--- config.mk ---
export PLATFORM = sky130hd
export DESIGN_NAME = ciu_ctrl
export DESIGN_NICKNAME = d
export VERILOG_FILES = /design/src/design/ciu_pkg.sv /design/src/design/ciu_ctrl.sv
export SDC_FILE = /design/constraint.sdc
export NUM_CORES = 1
export LEC_CHECK = 0
export BUFFER_PORTS_ARGS = -buffer_cell sky130_fd_sc_hd__buf_4
export CORE_MARGIN = 1
export CORE_UTILIZATION = 47
export CTS_CLUSTER_SIZE = 28
export DETAILED_ROUTE_END_ITERATION = 8
export GPL_ROUTABILITY_DRIVEN = 1
export PLACE_DENSITY_LB_ADDON = 0.05
export SLEW_MARGIN = 10
export SYNTH_ARGS = -nofsm -noshare
export SYNTH_HDL_FRONTEND = slang
export SYNTH_SLANG_ARGS = --single-unit
export TNS_END_PERCENT = 50
--- constraint.sdc ---
create_clock -name clk -period 1.9 [get_ports clk]
set_input_delay 0.285 -clock clk [delete_from_list [all_inputs] [get_ports clk]]
set_output_delay 0.285 -clock clk [all_outputs]
set_load 0.005 [all_outputs]
--- src/design/ciu_pkg.sv ---
// Shared widths, constants, register indexes and controller/datapath types
// for the calcium/IP3 cell update unit. No dependencies.
`default_nettype none

package ciu_pkg;

  localparam int RATE_W     = 24;
  localparam int CONC_W     = 20;
  localparam int IP3_W      = 19;
  localparam int TIME_W     = 48;
  localparam int CFG_IDX_W  = 3;
  localparam int CFG_DATA_W = 24;
  localparam int FRAC_W     = 16;
  localparam int QUO_W      = 16;
  localparam int MUL_A_W    = 34;
  localparam int MUL_B_W    = 25;
  localparam int PROD_W     = MUL_A_W + MUL_B_W;
  localparam int ACC_W      = 50;
  localparam int INC_W      = PROD_W - FRAC_W;
  localparam int SUM_W      = INC_W + 1;
  localparam int DIV_CNT_W  = $clog2(QUO_W);

  localparam logic [IP3_W-1:0]  IP3_MAX    = 19'd327680;
  localparam logic [IP3_W-1:0]  Q_ONE      = 19'd65536;
  localparam logic [CONC_W-1:0] CA_MAX     = 20'd655360;
  localparam logic [CONC_W-1:0] BASE_RESET = 20'd6554;
  localparam logic [CONC_W-1:0] THR_RESET  = 20'd32768;
  localparam logic [RATE_W-1:0] PROD_RESET = 24'd65536;
  localparam logic [RATE_W-1:0] DEG_RESET  = 24'd32768;
  localparam logic [RATE_W-1:0] FLUX_RESET = 24'd65536;
  localparam logic [RATE_W-1:0] UPT_RESET  = 24'd32768;
  localparam logic [TIME_W-1:0] REFRACTORY_US = 48'd100000;

  typedef enum logic [CFG_IDX_W-1:0] {
    CFG_PROD = 3'd0,
    CFG_DEG  = 3'd1,
    CFG_FLUX = 3'd2,
    CFG_UPT  = 3'd3,
    CFG_BASE = 3'd4,
    CFG_THR  = 3'd5
  } cfg_idx_t;

  typedef enum logic [2:0] {
    MS_PROD_STIM = 3'd0,
    MS_DEG_IP3   = 3'd1,
    MS_IP3_DT    = 3'd2,
    MS_FLUX_FAC  = 3'd3,
    MS_UPT_DIFF  = 3'd4,
    MS_CA_DT     = 3'd5
  } mul_sel_t;

  typedef struct packed {
    logic     load_in;
    logic     skip_out;
    logic     mul_en;
    mul_sel_t mul_sel;
    logic     acc_load;
    logic     acc_sub;
    logic     ip3_upd;
    logic     div_init;
    logic     div_step;
    logic     ca_upd;
  } ciu_cmd_t;

  typedef struct packed {
    logic dt_zero;
    logic div_last;
  } ciu_sts_t;

endpackage

`default_nettype wire

--- src/design/ciu_ctrl.sv ---
// Sequencer for one Euler step: walks the shared multiplier, the divider and
// the state updates. Depends on ciu_pkg.
`default_nettype none

module ciu_ctrl (
  input  wire logic              clk,
  input  wire logic              rst_n,
  input  wire logic              in_valid,
  output logic                   in_ready,
  output logic                   out_valid,
  input  wire logic              out_ready,
  input  wire ciu_pkg::ciu_sts_t sts,
  output ciu_pkg::ciu_cmd_t      cmd
);
  import ciu_pkg::*;

  typedef enum logic [13:0] {
    ST_IDLE = 14'b00000000000001,
    ST_M1   = 14'b00000000000010,
    ST_M2   = 14'b00000000000100,
    ST_SUB1 = 14'b00000000001000,
    ST_M3   = 14'b00000000010000,
    ST_IP3  = 14'b00000000100000,
    ST_DIVI = 14'b00000001000000,
    ST_DIV  = 14'b00000010000000,
    ST_M4   = 14'b00000100000000,
    ST_M5   = 14'b00001000000000,
    ST_SUB2 = 14'b00010000000000,
    ST_M6   = 14'b00100000000000,
    ST_CA   = 14'b01000000000000,
    ST_OUT  = 14'b10000000000000
  } state_t;

  state_t state_r, state_nxt;

  always_ff @(posedge clk) begin
    if (!rst_n) begin
      state_r <= ST_IDLE;
    end else begin
      state_r <= state_nxt;
    end
  end

  always_comb begin
    state_nxt = state_r;
    cmd       = '0;
    cmd.mul_sel = MS_PROD_STIM;
    in_ready  = 1'b0;
    out_valid = 1'b0;
    case (state_r)
      ST_IDLE: begin
        in_ready = 1'b1;
        if (in_valid) begin
          cmd.load_in = 1'b1;
          if (sts.dt_zero) begin
            cmd.skip_out = 1'b1;
            state_nxt    = ST_OUT;
          end else begin
            state_nxt = ST_M1;
          end
        end
      end
      ST_M1: begin
        cmd.mul_en  = 1'b1;
        cmd.mul_sel = MS_PROD_STIM;
        state_nxt   = ST_M2;
      end
      ST_M2: begin
        cmd.acc_load = 1'b1;
        cmd.mul_en   = 1'b1;
        cmd.mul_sel  = MS_DEG_IP3;
        state_nxt    = ST_SUB1;
      end
      ST_SUB1: begin
        cmd.acc_sub = 1'b1;
        state_nxt   = ST_M3;
      end
      ST_M3: begin
        cmd.mul_en  = 1'b1;
        cmd.mul_sel = MS_IP3_DT;
        state_nxt   = ST_IP3;
      end
      ST_IP3: begin
        cmd.ip3_upd = 1'b1;
        state_nxt   = ST_DIVI;
      end
      ST_DIVI: begin
        cmd.div_init = 1'b1;
        state_nxt    = ST_DIV;
      end
      ST_DIV: begin
        cmd.div_step = 1'b1;
        if (sts.div_last) begin
          state_nxt = ST_M4;
        end
      end
      ST_M4: begin
        cmd.mul_en  = 1'b1;
        cmd.mul_sel = MS_FLUX_FAC;
        state_nxt   = ST_M5;
      end
      ST_M5: begin
        cmd.acc_load = 1'b1;
        cmd.mul_en   = 1'b1;
        cmd.mul_sel  = MS_UPT_DIFF;
        state_nxt    = ST_SUB2;
      end
      ST_SUB2: begin
        cmd.acc_sub = 1'b1;
        state_nxt   = ST_M6;
      end
      ST_M6: begin
        cmd.mul_en  = 1'b1;
        cmd.mul_sel = MS_CA_DT;
        state_nxt   = ST_CA;
      end
      ST_CA: begin
        cmd.ca_upd = 1'b1;
        state_nxt  = ST_OUT;
      end
      ST_OUT: begin
        out_valid = 1'b1;
        if (out_ready) begin
          state_nxt = ST_IDLE;
        end
      end
      default: begin
        state_nxt = ST_IDLE;
      end
    endcase
  end

  a_no_overlap: assert property (@(posedge clk) disable iff (!rst_n)
    !(in_ready && out_valid))
    else $error("input taken while a result is pending");

  a_skip_fast: assert property (@(posedge clk) disable iff (!rst_n)
    (in_valid && in_ready && sts.dt_zero) |=> out_valid)
    else $error("zero-step item did not produce a result next cycle");

  a_step_busy: assert property (@(posedge clk) disable iff (!rst_n)
    (in_valid && in_ready && !sts.dt_zero) |=> (!out_valid && !in_ready))
    else $error("stepping item left the busy sequence early");

endmodule

`default_nettype wire

==> results.txt <==
Status: finished with violations
Failing checks: setup timing
Synth Cell Area: 917 µm²
Max Freq: 0.425 GHz
Pwr Total: 808 µW
Number of synthesized flops with an enable pin: 0
Number of CTS-inserted buffers: 3
Most common cell after layout, fill and taps aside: buf_4
Clk_lat worst skew: 290 ps
Reg area: 292 µm²
Largest net degree at the start of global routing: 9
Worst setup margin: -452 ps
Syn nets: 109
Measured slew at the worst slew-check pin: 450 ps
Worst Path Buf+Inv: 1
Syn-to-layout area delta: 70.4%
CTS max path bufs: 2
Hold WC Path Type: input port to register
Leakage power: 0.000729 µW
Via/cell ratio: 5.66
Synth Area per Inst: 8.90 µm²
Setup violators final: 16
Final routed DRC violation total: 0
Crit path max-delay family: simple AND/OR/NAND/NOR gates
Top_reg_cell synth: dfxtp_1
Via count of the first global-routing pass: 954
Max reg flops: 14
Drt wl/cell: 16.4 µm
Seq/Total Area, Yosys: 30.6%
# clock sinks: 14
Worst-path cell chain: or4_4 > or4_4 > o22ai_2 > or3b_4 > buf_6
Clock slew at reported path FFs: 100 ps
CP Class: register to output port
Slew Viols, Final: 0
CTS tree: done
Top flop regs: state_r (14)
Fraction of registers with async set/reset: 0%
Root Driver: clkbuf_4
Hold Vio Cnt, Final: 0
Standard-cell rows: 15
Setup Skew: 4.76 ps
Worst slack, placed: -151 ps
Core Footprint: 1780 µm²
Antenna violations before repair: 0
N_diodes: 0
Setup crit start kind: register
WHS: 269 ps
Final wirelength: 3.10 mm
Final layout net count: 171
I/O Buffers: 19
Die Height: 46.2 µm
Critical path's largest stage delay: 540 ps
Peak supply drop: 0.466 mV
DR iter-0 viols: 49
Most frequent cells in the layout: 50 x buf_4, 13 x nor2_1, 11 x buf_6, 9 x dfxtp_1, 5 x nand2_1
Critical Path End Type: output port
PD cells: 517 nW/µm²
Dpl hpwl: 1.91 mm
I/O pin count: 20
Max Cap Viol: 0
Tmin final: 2350 ps
Period utilization: 124%
Placer Congestion: 0.939
Grt ovf: 0
Yosys reg bits: 14
Critical path's slowest cell: or4_4
Share of layout cells above drive strength 1: 64.6%
H-tree Lvls: 1
Multi-input logic area: 693 µm²
Fill count: 86
Worst Path Required: 1620 ps
Remaining antenna violation count: 0
RSZ-0062 raised after global routing: true
Crit-path most repeated cell: or4_4
Crit Path Max Fanout: 2
Register name with the most flops: state_r
Count of cell types in the netlist: 39
First-pass GRT wire length: 4.27 mm
Critical Path AT: 2070 ps
Synth warn: 0
Starting density of the core: 51.4%
Vias: 1070
Cells after synthesis: 103
DIE AREA: 2130 µm²
Drt first pass iters: 4
Slew HR: 69.7%
Chip Width: 46.2 µm
GR Util All Layers: 29.1%
per-layer routing:
| metal | track usage, % | routed length (µm) | vias to the layer above |
|---|---|---|---|
| met5 | 0 | 0 | - |
| met4 | 10.0 | 65 | 0 |
| met3 | 6.27 | 153 | 8 |
| met2 | 47.9 | 1500 | 47 |
| met1 | 37.2 | 1380 | 507 |
| li1 | - | - | 508 |
cell usage after synthesis, drive strengths merged (3+ instances only):
master | instances | area (µm²)
nor3 | 8 | 40.0
or4 | 4 | 33.8
nor4 | 4 | 85.1
dfxtp | 14 | 280
nor2 | 15 | 56.3
inv | 3 | 11.3
o21ai | 4 | 20.0
nand3 | 4 | 20.0
nor3b | 4 | 35.0
buf | 3 | 21.3
and3 | 4 | 26.3
nand2 | 6 | 22.5
area by class of cell:
| class | instances | share of cell area [%] |
|---|---|---|
| multi-input combinational | 82 | 44.4 |
| timing repair buffer | 61 | 31.9 |
| sequential | 14 | 18.7 |
| clock buffer | 4 | 2.32 |
| tap | 25 | 2.00 |
| inverter | 3 | 0.721 |
worst paths after layout:
kind           endpoint  slack [ps]   startpoint  cells past startpoint
max              cmd[9]        -450   state_r[3]                      5
min          state_r[7]         270        rst_n                      3
max reg2reg  state_r[0]        -170  state_r[13]                      9
min reg2reg  state_r[9]         580   state_r[8]                      2
where the power goes:
part	switching, µW	internal [µW]	total, µW
clock	110	117	227
combinational	129	150	279
sequential	4.21	298	302
cells by family (layout without fill, tap and decap cells):
logic type / Yosys count / count (layout) / share of synthesized area, %
AND/OR/NAND/NOR: 68 / 68 / 51.8
flip-flops: 14 / 14 / 30.6
AO/OA/AOI/OAI: 10 / 10 / 8.73
buffers and inverters: 7 / 68 / 5.05
XOR/XNOR: 4 / 4 / 3.82
stage by stage:
step	cells	area [µm²]	util, %	setup TNS [ps]
detailed placement	169	1250	70.2	-969
global route	189	1560	87.6	-5730
global placement	169	1250	70.2	-294
floorplan	103	917	-	-150
CTS	182	1410	79.2	-4230
finish	189	1560	87.6	-4450
worst register-to-register path, cell delays in order (launching register included):
cell	delay [ps]
dfxtp_1	350
buf_4	140
nor4_4	40
buf_4	140
buf_6	110
buf_4	120
and3_1	150
o21a_2	250
or3_2	470
o41ai_2	210
repair_timing:
action	in CTS	in global routing
hold buffers	0	0
pin swaps	13	10
endpoints found under the setup margin	23	27
resized for setup	20	25
setup buffers	9	7
No activity file was read; power rests on OpenSTA's default activity.
